`src/rtl/cpsp_pkg.sv`:
```
// Package for the cascaded position/speed PID block.
// Holds register indexes, action codes, widths and shared types. No dependencies.
package cpsp_pkg;
    localparam int ANGLE_BITS   = 13;
    localparam int TURN_BITS    = 19;
    localparam int POS_DEADBAND = 0;
    localparam int SPD_DEADBAND = 0;
    localparam int GAIN_BITS    = 16;
    localparam int LIM_BITS     = 15;
    localparam int ERR_BITS     = 32;
    localparam int ACC_BITS     = 52;
    localparam int CNT_BITS     = 5;

    localparam logic [2:0] REG_POS_KP = 3'd0;
    localparam logic [2:0] REG_POS_KI = 3'd1;
    localparam logic [2:0] REG_POS_KD = 3'd2;
    localparam logic [2:0] REG_SPD_KP = 3'd3;
    localparam logic [2:0] REG_SPD_KI = 3'd4;
    localparam logic [2:0] REG_SPD_KD = 3'd5;
    localparam logic [2:0] REG_POS_LIM = 3'd6;
    localparam logic [2:0] REG_SPD_LIM = 3'd7;

    localparam logic [1:0] ACT_MULTI  = 2'd0;
    localparam logic [1:0] ACT_SINGLE = 2'd1;
    localparam logic [1:0] ACT_SPEED  = 2'd2;
    localparam logic [1:0] ACT_DIRECT = 2'd3;

    localparam logic [14:0] LIMIT_RESET = 15'd1000;

    typedef struct packed {
        logic [GAIN_BITS-1:0] kp;
        logic [GAIN_BITS-1:0] ki;
        logic [GAIN_BITS-1:0] kd;
        logic [LIM_BITS-1:0]  lim;
    } t_gains;

    typedef struct packed {
        logic [1:0]           action;
        logic signed [31:0]   target;
        logic [ANGLE_BITS-1:0] angle;
        logic signed [15:0]   speed;
        logic                 fresh;
    } t_in;

    typedef struct packed {
        logic signed [15:0] current_command;
        logic               command_valid;
        logic signed [15:0] speed_setpoint;
        logic signed [31:0] total_position;
    } t_out;

    function automatic logic signed [31:0] sat32(input logic signed [33:0] v);
        if (v > 34'sd2147483647) return 32'sh7FFFFFFF;
        else if (v < -34'sd2147483648) return 32'sh80000000;
        else return v[31:0];
    endfunction
endpackage

```
`src/rtl/cpsp_if.sv`:
```
// Valid/ready channel interfaces for the cascaded PID block.
// Depends on cpsp_pkg for payload types.
interface cpsp_in_if;
    logic          valid;
    logic          ready;
    cpsp_pkg::t_in data;
    modport source (output valid, output data, input ready);
    modport sink   (input valid, input data, output ready);
endinterface

interface cpsp_out_if;
    logic           valid;
    logic           ready;
    cpsp_pkg::t_out data;
    modport source (output valid, output data, input ready);
    modport sink   (input valid, input data, output ready);
endinterface

interface cpsp_cfg_if;
    logic        valid;
    logic        ready;
    logic [2:0]  index;
    logic [15:0] wdata;
    modport source (output valid, output index, output wdata, input ready);
    modport sink   (input valid, input index, input wdata, output ready);
endinterface

```
`src/rtl/cascade_position_speed_pid.sv`:
```
// Top level of the cascaded position/speed PID block.
// Depends on cpsp_pkg, cpsp_if, cpsp_pid and cpsp_unwrap.
//  channel | dir | fields
//  in_ch   | in  | action, target, measured_angle, measured_speed, feedback_fresh
//  out_ch  | out | current_command, command_valid, speed_setpoint, total_position
//  cfg_ch  | in  | index (0..7), wdata
// A position tick takes two serial PID passes, position then speed, each a shift-add
// over the 16 gain bits; speed mode takes only the speed pass and direct current none.
// in_ch is ready again from the cycle the result appears.
// Synchronous active-low reset zeroes gains and loop state and sets both limits to 1000.
// A held result lets the next transaction run its PID passes; that transaction then
// waits at the output stage until out_ch is taken.
module cascade_position_speed_pid (
    input  logic i_clk,
    input  logic i_rst_n,
    cpsp_in_if.sink    in_ch,
    cpsp_out_if.source out_ch,
    cpsp_cfg_if.sink   cfg_ch
);
    localparam logic [2:0] ST_IDLE = 3'd0, ST_POS = 3'd1, ST_SPD = 3'd2,
                           ST_OUT = 3'd3, ST_WPOS = 3'd4, ST_WSPD = 3'd5,
                           ST_LOAD = 3'd6;
    logic [2:0] r_st;
    cpsp_pkg::t_in r_in;
    cpsp_pkg::t_gains r_pg, r_sg;
    logic r_armed;
    logic signed [15:0] r_sp;
    logic signed [15:0] r_cmd;
    logic r_cmdv;
    logic r_valid;
    cpsp_pkg::t_out r_res;
    logic pos_go, spd_go, pos_done, spd_done;
    logic signed [15:0] pos_out, spd_out;
    logic signed [31:0] mt_pos;
    logic signed [33:0] pos_act, spd_tgt;
    logic unw_en;

    assign cfg_ch.ready = 1'b1;
    always_ff @(posedge i_clk) begin
        if (!i_rst_n) begin
            r_pg <= '{16'd0, 16'd0, 16'd0, cpsp_pkg::LIMIT_RESET};
            r_sg <= '{16'd0, 16'd0, 16'd0, cpsp_pkg::LIMIT_RESET};
        end else if (cfg_ch.valid) begin
            unique case (cfg_ch.index)
                cpsp_pkg::REG_POS_KP:  r_pg.kp  <= cfg_ch.wdata;
                cpsp_pkg::REG_POS_KI:  r_pg.ki  <= cfg_ch.wdata;
                cpsp_pkg::REG_POS_KD:  r_pg.kd  <= cfg_ch.wdata;
                cpsp_pkg::REG_SPD_KP:  r_sg.kp  <= cfg_ch.wdata;
                cpsp_pkg::REG_SPD_KI:  r_sg.ki  <= cfg_ch.wdata;
                cpsp_pkg::REG_SPD_KD:  r_sg.kd  <= cfg_ch.wdata;
                cpsp_pkg::REG_POS_LIM: r_pg.lim <= cfg_ch.wdata[14:0];
                cpsp_pkg::REG_SPD_LIM: r_sg.lim <= cfg_ch.wdata[14:0];
                default: ;
            endcase
        end
    end

    assign in_ch.ready  = (r_st == ST_IDLE);
    assign out_ch.valid = r_valid;
    assign out_ch.data  = r_res;

    assign pos_act = (r_in.action == cpsp_pkg::ACT_MULTI) ? 34'(mt_pos)
                   : 34'({1'b0, r_in.angle});
    assign spd_tgt = (r_in.action == cpsp_pkg::ACT_SPEED) ? 34'(r_in.target)
                   : 34'(pos_out);
    assign pos_go = (r_st == ST_POS);
    assign spd_go = (r_st == ST_SPD);
    // Advance the unwrap once, as the tick leaves the output stage.
    assign unw_en = (r_st == ST_OUT) && !r_valid;

    cpsp_pid u_pos (.i_clk, .i_rst_n, .i_start(pos_go), .i_tgt(34'(r_in.target)),
        .i_act(pos_act), .i_gains(r_pg), .i_dband(32'(cpsp_pkg::POS_DEADBAND)),
        .o_done(pos_done), .o_out(pos_out));
    cpsp_pid u_spd (.i_clk, .i_rst_n, .i_start(spd_go), .i_tgt(spd_tgt),
        .i_act(34'(r_in.speed)), .i_gains(r_sg), .i_dband(32'(cpsp_pkg::SPD_DEADBAND)),
        .o_done(spd_done), .o_out(spd_out));
    cpsp_unwrap u_unw (.i_clk, .i_rst_n, .i_en(unw_en), .i_angle(r_in.angle),
        .o_pos(mt_pos));

    always_ff @(posedge i_clk) begin
        if (!i_rst_n) begin
            r_st <= ST_IDLE; r_armed <= 1'b0; r_valid <= 1'b0;
        end else begin
            if (out_ch.valid && out_ch.ready) r_valid <= 1'b0;
            unique case (r_st)
                ST_IDLE: if (in_ch.valid) begin
                    r_in <= in_ch.data;
                    if (in_ch.data.fresh) r_armed <= 1'b1;
                    r_sp <= '0;
                    priority if (in_ch.data.action == cpsp_pkg::ACT_DIRECT) begin
                        r_cmd <= in_ch.data.target[15:0];
                        r_cmdv <= 1'b1;
                        r_st <= ST_OUT;
                    end else if (in_ch.data.action == cpsp_pkg::ACT_SPEED) r_st <= ST_SPD;
                    else r_st <= ST_POS;
                end
                ST_POS:  r_st <= ST_WPOS;
                ST_WPOS: if (pos_done) begin r_sp <= pos_out; r_st <= ST_SPD; end
                ST_SPD:  r_st <= ST_WSPD;
                ST_WSPD: if (spd_done) begin
                    r_cmd <= r_armed ? spd_out : 16'sd0;
                    r_cmdv <= r_armed;
                    r_armed <= 1'b0;
                    r_st <= ST_OUT;
                end
                ST_OUT: if (!r_valid) begin
                    r_st <= ST_LOAD;
                end
                ST_LOAD: begin
                    r_res.current_command <= r_cmd;
                    r_res.command_valid <= r_cmdv;
                    r_res.speed_setpoint <= r_sp;
                    r_res.total_position <= mt_pos;
                    r_valid <= 1'b1;
                    r_st <= ST_IDLE;
                end
                default: r_st <= ST_IDLE;
            endcase
        end
    end
endmodule

```
`src/rtl/cpsp_pid.sv`:
```
// One PID evaluation: Kp*e + Ki*I + Kd*de by bit-serial gain multiply,
// then floor /256, clamp with integral back-off. Depends on cpsp_pkg.
module cpsp_pid (
    input  logic                 i_clk,
    input  logic                 i_rst_n,
    input  logic                 i_start,
    input  logic signed [33:0]   i_tgt,
    input  logic signed [33:0]   i_act,
    input  cpsp_pkg::t_gains     i_gains,
    input  logic [31:0]          i_dband,
    output logic                 o_done,
    output logic signed [15:0]   o_out
);
    logic                 r_busy, n_busy;
    logic [4:0]           r_cnt, n_cnt;
    logic signed [31:0]   r_err, r_ni, r_old, r_prev, r_integ;
    logic signed [33:0]   r_de_full;
    logic [15:0]          r_kp, r_ki, r_kd;
    logic signed [cpsp_pkg::ACC_BITS-1:0] r_acc, n_acc;
    logic signed [cpsp_pkg::LIM_BITS:0]   r_out;
    logic                 r_done;

    logic signed [31:0]   err_c, ni_c;
    logic signed [cpsp_pkg::ACC_BITS-1:0] term, res;
    logic signed [cpsp_pkg::ACC_BITS-9:0] q;
    logic signed [cpsp_pkg::LIM_BITS+1:0] lim_s;

    assign err_c = cpsp_pkg::sat32(i_tgt - i_act);
    assign ni_c  = cpsp_pkg::sat32(34'(r_integ) + 34'(err_c));

    // Shift-add over the gain bits, one bit of all three gains per cycle.
    always_comb begin
        term = '0;
        if (r_kp[15]) term = term + cpsp_pkg::ACC_BITS'(r_err);
        if (r_ki[15]) term = term + cpsp_pkg::ACC_BITS'(r_ni);
        if (r_kd[15]) term = term + cpsp_pkg::ACC_BITS'(r_de_full);
        n_acc = (r_acc <<< 1) + term;
        n_busy = r_busy;
        n_cnt  = r_cnt;
        if (r_busy) begin
            n_cnt = r_cnt - 5'd1;
            if (r_cnt == 5'd1) n_busy = 1'b0;
        end
    end

    assign res   = r_acc;
    assign q     = res[cpsp_pkg::ACC_BITS-1:8];
    assign lim_s = {2'b00, i_gains.lim};

    always_ff @(posedge i_clk) begin
        if (!i_rst_n) begin
            r_busy <= 1'b0;
            r_cnt <= '0;
            r_done <= 1'b0;
            r_integ <= '0;
            r_prev <= '0;
        end else begin
            r_done <= r_busy && (r_cnt == 5'd1);
            if (i_start) begin
                r_busy <= 1'b1;
                r_cnt <= 5'd16;
                r_err <= err_c;
                r_old <= r_integ;
                r_ni <= ni_c;
                r_de_full <= 34'(err_c) - 34'(r_prev);
                r_kp <= i_gains.kp;
                r_ki <= i_gains.ki;
                r_kd <= i_gains.kd;
                r_acc <= '0;
            end else if (r_busy) begin
                r_acc <= n_acc;
                r_kp <= r_kp << 1;
                r_ki <= r_ki << 1;
                r_kd <= r_kd << 1;
                r_cnt <= n_cnt;
                r_busy <= n_busy;
                if (r_cnt == 5'd1) r_prev <= r_err;
            end
            if (r_done) begin
                // Clamp the floored sum; a clamp keeps the old integral.
                if (q > (cpsp_pkg::ACC_BITS-8)'(lim_s)) begin
                    r_out <= lim_s[cpsp_pkg::LIM_BITS:0];
                    r_integ <= r_old;
                end else if (q < -(cpsp_pkg::ACC_BITS-8)'(lim_s)) begin
                    r_out <= -lim_s[cpsp_pkg::LIM_BITS:0];
                    r_integ <= r_old;
                end else begin
                    r_out <= q[cpsp_pkg::LIM_BITS:0];
                    r_integ <= r_ni;
                end
            end
        end
    end

    logic r_fin;
    always_ff @(posedge i_clk) begin
        if (!i_rst_n) r_fin <= 1'b0;
        else r_fin <= r_done;
    end

    logic [31:0] mag;
    assign mag = r_prev[31] ? -r_prev : r_prev;
    assign o_done = r_fin;
    assign o_out  = (mag < i_dband) ? 16'sd0 : 16'(r_out);
endmodule

```
`src/rtl/cpsp_unwrap.sv`:
```
// Angle unwrap: turn counter and multi-turn position register.
// Depends on cpsp_pkg.
module cpsp_unwrap (
    input  logic                           i_clk,
    input  logic                           i_rst_n,
    input  logic                           i_en,
    input  logic [cpsp_pkg::ANGLE_BITS-1:0] i_angle,
    output logic signed [31:0]             o_pos
);
    logic [cpsp_pkg::TURN_BITS-1:0]  r_turn, n_turn;
    logic [cpsp_pkg::ANGLE_BITS-1:0] r_prev;
    logic signed [31:0]              r_pos;
    logic signed [cpsp_pkg::ANGLE_BITS+1:0] diff;
    localparam logic signed [cpsp_pkg::ANGLE_BITS+1:0] HALF =
        (cpsp_pkg::ANGLE_BITS+2)'(1) <<< (cpsp_pkg::ANGLE_BITS-1);

    assign diff = $signed({2'b00, i_angle}) - $signed({2'b00, r_prev});
    always_comb begin
        n_turn = r_turn;
        if (diff > HALF) n_turn = r_turn - 1'b1;
        else if (diff < -HALF) n_turn = r_turn + 1'b1;
    end
    always_ff @(posedge i_clk) begin
        if (!i_rst_n) begin
            r_turn <= '0; r_prev <= '0; r_pos <= '0;
        end else if (i_en) begin
            r_turn <= n_turn;
            r_prev <= i_angle;
            r_pos  <= 32'({n_turn, i_angle});
        end
    end
    assign o_pos = r_pos;
endmodule
```
`src/flat_wrapper.sv`:
```
// flat-port wrapper written by rule: the top's interface ports become plain ports
module cascade_position_speed_pid_flat 
  (i_clk, i_rst_n, in_ch_valid, in_ch_data, in_ch_ready, out_ch_valid, out_ch_data, out_ch_ready, cfg_ch_valid, cfg_ch_index, cfg_ch_wdata, cfg_ch_ready);
  cpsp_in_if in_ch_i ();
  cpsp_out_if out_ch_i ();
  cpsp_cfg_if cfg_ch_i ();
  input  logic i_clk;
  input  logic i_rst_n;
  input wire logic [$bits(in_ch_i.valid)-1:0] in_ch_valid;
  input wire logic [$bits(in_ch_i.data)-1:0] in_ch_data;
  output wire logic [$bits(in_ch_i.ready)-1:0] in_ch_ready;
  output wire logic [$bits(out_ch_i.valid)-1:0] out_ch_valid;
  output wire logic [$bits(out_ch_i.data)-1:0] out_ch_data;
  input wire logic [$bits(out_ch_i.ready)-1:0] out_ch_ready;
  input wire logic [$bits(cfg_ch_i.valid)-1:0] cfg_ch_valid;
  input wire logic [$bits(cfg_ch_i.index)-1:0] cfg_ch_index;
  input wire logic [$bits(cfg_ch_i.wdata)-1:0] cfg_ch_wdata;
  output wire logic [$bits(cfg_ch_i.ready)-1:0] cfg_ch_ready;
  assign in_ch_i.valid = in_ch_valid;
  assign in_ch_i.data = in_ch_data;
  assign in_ch_ready = in_ch_i.ready;
  assign out_ch_valid = out_ch_i.valid;
  assign out_ch_data = out_ch_i.data;
  assign out_ch_i.ready = out_ch_ready;
  assign cfg_ch_i.valid = cfg_ch_valid;
  assign cfg_ch_i.index = cfg_ch_index;
  assign cfg_ch_i.wdata = cfg_ch_wdata;
  assign cfg_ch_ready = cfg_ch_i.ready;
  cascade_position_speed_pid u_core (.i_clk(i_clk), .i_rst_n(i_rst_n), .in_ch(in_ch_i), .out_ch(out_ch_i), .cfg_ch(cfg_ch_i));
endmodule
```
`config.mk`:
```
export PLATFORM = sky130hd
export DESIGN_NAME = cascade_position_speed_pid_flat
export DESIGN_NICKNAME = d
export VERILOG_FILES = /design/src/rtl/cpsp_pkg.sv /design/src/rtl/cpsp_if.sv /design/src/rtl/cascade_position_speed_pid.sv /design/src/rtl/cpsp_pid.sv /design/src/rtl/cpsp_unwrap.sv /design/src/flat_wrapper.sv
export SDC_FILE = /design/constraint.sdc
export NUM_CORES = 2
export LEC_CHECK = 0
export ABC_AREA = 1
export BUFFER_PORTS_ARGS = -buffer_cell sky130_fd_sc_hd__buf_2
export CORE_MARGIN = 1
export CORE_UTILIZATION = 50
export CTS_CLUSTER_SIZE = 20
export DETAILED_ROUTE_END_ITERATION = 10
export MAX_ROUTING_LAYER = met4
export PLACE_DENSITY = 0.66
export SYNTH_ARGS = -nofsm -noshare
export SYNTH_HDL_FRONTEND = slang
export SYNTH_SLANG_ARGS = --single-unit
```
`constraint.sdc`:
```
create_clock -name i_clk -period 13 [get_ports i_clk]
set_clock_uncertainty 0.2 [all_clocks]
set_input_delay 2.6 -clock i_clk [delete_from_list [all_inputs] [get_ports i_clk]]
set_output_delay 2.6 -clock i_clk [all_outputs]
set_load 0.02 [all_outputs]
```
Word-level counts from Yosys, hierarchy flattened

Index checks and enable logic that the tools add are counted.

Bits in registers: 990

Add/subtract/negate cells: 23
Bitwise gates (word level): 3
Reduce and logical (&&, ||, !) cells: 37
$lt $le $gt $ge: 16
Mux-type cells: 77
Eq/ne operators: 24

Operators with widths:

| operator             | number |
|---|---|
| $mux 52              | 8 |
| $mux 32              | 12 |
| $mux 16              | 22 |
| $add 52x32->52       | 2 |
| $add 52x33->52       | 2 |
| $add 52x52->52       | 2 |
| $gt 44x16->1         | 2 |
| $lt 44x44->1         | 2 |
| $neg 15->44          | 2 |
| $gt 34x32->1 const B | 2 |
| $lt 34x32->1 const B | 2 |
| $mux 34              | 2 |
| $add 32x32->33       | 2 |
| $gt 33x32->1 const B | 2 |
| $lt 33x32->1 const B | 2 |
| $sub 32x32->33       | 2 |
| $lt 32x1->1 const B  | 2 |
| $neg 32->32          | 2 |
| $pmux 16 s2          | 2 |
| $mux 19              | 2 |
| $sub 32x34->34       | 1 |
| $sub 34x16->34       | 1 |
| $neg 15->16          | 2 |
| $mux 15              | 2 |
| 30 further kinds     | 98 |

Logic depth before layout (Yosys ltp)

Word-level depth: 12
Depth in mapped cells: 48

Hierarchy

From an unflattened synthesis, not the netlist that was laid out.

Cell total of the unflattened synthesis: 10,170
Area, all modules: 74,386.3 um^2

Modules (own cells, without submodules):

| module                     | area each (um^2) | cells an instance | instances |
|---|---|---|---|
| cpsp_pid at u_core.u_spd   | 30,458.0         | 4,336             | 1 |
| cpsp_pid at u_core.u_pos   | 30,212.7         | 4,288             | 1 |
| cascade_position_speed_pid | 10,770.3         | 1,051             | 1 |
| cpsp_unwrap                | 2,945.3          | 495               | 1 |

Worst setup path before layout

OpenSTA, ideal clock, no wires.

Path kind: input port to flip-flop
Start point: input i_rst_n
End point: register u_core.u_spd.r_acc[0] in the netlist's numbering (enable)
Buffers on the path: 1
Cell stages on the path: 5
Arrival: 10.961 ns
Path slack: 1.378 ns
Cells stage by stage: clkbuf_1 inv_1 nor2_1 inv_1 nand2_1

Cells in the longest elaborated chain, start to end: 1

RTL lines:

| item                       | RTL line          | source |
|---|---|---|
| start, declared            | flat_wrapper.sv:8 | `input logic i_rst_n;` |
| $reduce_and 2->1 (no line) | --                |  |
| end signal, assigned       | cpsp_pid.sv:71    | `r_acc <= n_acc;` |
| end, declared              | cpsp_pid.sv:19    | `logic signed [cpsp_pkg::ACC_BITS-1:0] r_acc, n_acc;` |

No other way between the ends.
A chain may end at the register's enable or synchronous reset.

Worst setup path after layout

Start point: register u_core.r_in[63] in the netlist's numbering
End point: register u_core.u_pos.r_ni[9], data pin

Cells in the longest elaborated chain, start to end: 9
Elaborated cells on any way between the ends: 11
Those cells by class: 2 x add/sub; 4 x order compare; 4 x mux; 1 x reduce/logical

RTL lines:

| item                       | RTL line                         | source |
|---|---|---|
| start, declared            | cascade_position_speed_pid.sv:24 | `cpsp_pkg::t_in r_in;` |
| start signal, assigned     | cascade_position_speed_pid.sv:87 | `r_in <= in_ch.data;` |
| $logic_not 2->1 (*)        | cascade_position_speed_pid.sv:62 | `assign pos_act = (r_in.action == cpsp_pkg::ACT_MULTI) ? 34'(mt_pos)` |
| $mux 34 (*)                | cascade_position_speed_pid.sv:62 |  |
| $sub 32x34->34 (*)         | cpsp_pid.sv:28                   | `assign err_c = cpsp_pkg::sat32(i_tgt - i_act);` |
| $lt 34x32->1               | cpsp_pkg.sv:54                   | `else if (v < -34'sd2147483648) return 32'sh80000000;` |
| $mux 32                    | cpsp_pkg.sv:54                   |  |
| $mux 32 (*)                | cpsp_pkg.sv:53                   | `if (v > 34'sd2147483647) return 32'sh7FFFFFFF;` |
| net u_core.u_pos.err_c[31] | cpsp_pid.sv:23                   | `logic signed [31:0] err_c, ni_c;` |
| $add 32x32->33 (*)         | cpsp_pid.sv:29                   | `assign ni_c = cpsp_pkg::sat32(34'(r_integ) + 34'(err_c));` |
| $lt 33x32->1               | cpsp_pkg.sv:54                   |  |
| $mux 32                    | cpsp_pkg.sv:54                   |  |
| end signal, assigned       | cpsp_pid.sv:64                   | `r_ni <= ni_c;` |
| end, declared              | cpsp_pid.sv:16                   | `logic signed [31:0] r_err, r_ni, r_old, r_prev, r_integ;` |

Mark *: on every way through the listed nets, which the timed path passes. The rest lies on a longest branch.

==> out/results.tsv <==
metric	value	unit
Top FF cell, synth	edfxtp_1	
Vias/cell	5.726	
Area contributors post-synth	edfxtp_1, nand2_1, ha_1	
final number of max-transition violations	0	
Total GRT Usage	35.49	%
CP max stage cell	nand2_1	
first-pass GRT wire length	376000	um
nets@finish	10230	
Net Count, Synth	10170	
Initial Utilization	50.32	%
sequential-to-total area share from yosys stat	36.64	%
Ys Warns	0	
CTS buffer count	108	
status	completed	
Worst Setup Path Type	reg -> reg	
met1 WL	108100	um
GRT Residual Overflow	0	
Yosys top cell area share	27.88	%
Slew @ Worst Pin	1302	ps
Power Density	259.3	nW/um^2
number of fill cells	13550	
Setup Buffers After CTS	0	
crit path time final	8211	ps
Cell Area, Synth	70130	um^2
number of distinct library cells after synthesis	68	
First-pass DRT Iterations	6	
IO Pins	156	
Max Cap Violations	0	
Top Metal Used	met4	
Leak Pwr	33.74	nW
worst r2r src	u_core.r_in[63]	
Antenna Nets Post-Route	0	
clock sink count	958	
FP Rows	137	
DRC viols	0	
number of synthesized register bits	958	
fmax	0.1218	GHz
buffer levels on the longest clock path	3	
peak supply drop	0.2133	mV
via count	65950	
critical path peak fanout	45	
Die Ht	376.5	um
WL met3	15030	um
TritonCTS clock tree	done	
initial drt markers	6192	
fin area	76280	um^2
HP Start	u_core.r_sp[10]	
Startpoint Class	flip-flop	
clock root cell	clkbuf_16	
most frequent cell on the critical path	nand2_1	
Max-slew headroom	13.17	%
clock-pin slew on the worst setup and hold paths	60	ps
Hold WC Path Type	reg -> reg	
instance area after placement	72610	um^2
largest net degree at the start of global routing	117	
die area	141800	um^2
count of final hold-check violations	0	
Worst Setup End Kind	flip-flop	
count of endpoints failing setup in the final report	0	
vias in the first global route	62570	
drt wl/cell	21.60	um
Clock H-tree levels	3	
met2 WL	116100	um
Avg Cell Area, Syn	7.401	um^2
Die Wd	376.5	um
largest area contributor in the netlist	edfxtp_1	
Crit. Startpoint	u_core.r_in[63]	
WP data arrival	8460	ps
R2R Setup Slk	4790	ps
CP max stage delay	830	ps
clk_lat worst skew	760	ps
DRT Wirelength	248700	um
CTS resizes	0	
post-DP HPWL	195200	um
initial antenna violation count	23	
RSZ-0062 raised after global routing	false	
WP data required	13250	ps
Hold Buf Count CTS	0	
core footprint	139400	um^2
Async SR Flop Fraction	0	%
Post-Syn Instances	9476	
total design power	0.01978	W
I/O Buffers	154	
setup TNS	0	ps
Final Cycle Share	63.16	%
layout cells sized above 1	4.953	%
Synth-to-Final Area Change	8.774	%
routability cong.	1.031	
Post-synth EDFFs	651	
[where the power goes]
part	leakage, nW	switching [W]	internal (W)
clock	1.74	0.00137	0.00181
combinational	23.5	0.00819	0.00366
sequential	8.46	0.000476	0.00428
[cells by family after synthesis]
logic type	share of synthesized area, %
AO/OA/AOI/OAI	16.77
XOR/XNOR	3.932
adder cells (fa/ha/maj)	11.02
buffers and inverters	7.317
flip-flops	36.64
other	0.005347
AND/OR/NAND/NOR	24.32
[Yosys cell counts (14+ instances only)]
master,number
a21boi_0,27
xor2_1,218
nand3b_1,86
buf_1,23
xnor2_1,95
edfxtp_1,651
o21ai_0,776
nor3_1,121
clkbuf_1,183
a21o_1,78
nand3_1,407
a211oi_1,21
or2_2,34
dfxtp_1,307
o211ai_1,57
ha_1,597
nand4_1,66
o21bai_1,64
inv_1,1048
buf_2,21
and2_1,14
o21ai_1,27
a31oi_1,74
a21oi_1,921
nor2_1,983
nand2_1,2327
o21a_1,36
nor4_1,49
and3_1,14
[worst max-delay path, delay by kind of cell (launching register included)]
family / cells / cell delay [ps]
AND/OR/NAND/NOR: 19 / 4180
AO/OA/AOI/OAI: 6 / 1400
adder cells (fa/ha/maj): 3 / 1060
buffers and inverters: 2 / 490
flip-flops: 1 / 420
XOR/XNOR: 1 / 170
[final timing paths]
path	to	cells after the start
max	u_core.u_pos.r_ni[9]	31
min	u_core.out_ch.data[42]	0
max reg2reg	u_core.u_pos.r_ni[9]	31
min reg2reg	u_core.out_ch.data[42]	0
[state kept, by name (all words and copies together), names as in the netlist, 19 cells and up]
name and flops:
u_core.u_spd.r_ni 32, u_core.u_unw.r_turn 19, u_core.u_pos.r_acc 52, u_core.u_pos.r_integ 32, u_core.u_spd.r_integ 32, u_core.u_pos.r_err 32
u_core.u_spd.r_acc 52, u_core.u_pos.r_ni 32, u_core.u_spd.r_err 32, u_core.out_ch.data 65, u_core.u_pos.r_prev 32, u_core.r_sg 63
u_core.u_spd.r_de_full 33, u_core.r_in 63, u_core.u_pos.r_old 32, u_core.u_spd.r_old 32, u_core.r_pg 63, u_core.u_spd.r_prev 32
u_core.u_pos.r_de_full 33
[area by class of cell]
type	count	area (um^2)	share of cell area (%)
Multi-Input combinational cell	7195	39400	51.65
Sequential cell	958	25690	33.68
Inverter	1066	4004	5.249
Clock buffer	149	3009	3.945
Tap cell	1876	2347	3.077
Timing Repair Buffer	206	1167	1.530
Clock inverter	57	634.4	0.8316
Antenna cell	10	25.02	0.03280
[routing by layer]
layer  global-route usage (%)  up-vias
met5                        -        -
met4                    12.39        0
met3                    3.961      424
met2                    57.64     2228
met1                    45.82    31160
li1                         -    32140
[metrics by stage]
stage               utilization (%)  hold slack, ps  setup WS [ps]  instances
global placement              52.10           204.0           4843      11300
floorplan                         -           200.3           1378       9476
CTS                           54.72           218.8           4784      11510
detailed placement            52.10           204.5           4839      11300
finish                        54.74           216.5           4789      11520
global route                  54.73           225.1           4089      11510
[layout by cell type (no fill, tap or decap), types with 95 or more instances in the layout]
master,Yosys,routed
o21ai_0,776,776
inv_1,1048,1046
edfxtp_1,651,651
buf_2,21,153
xor2_1,218,218
nor3_1,121,119
nor2_1,983,977
clkbuf_16,0,110
xnor2_1,95,95
a21oi_1,921,921
ha_1,597,597
nand3_1,407,405
nand2_1,2327,2323
dfxtp_1,307,307
(Power assumes the default switching activity.)
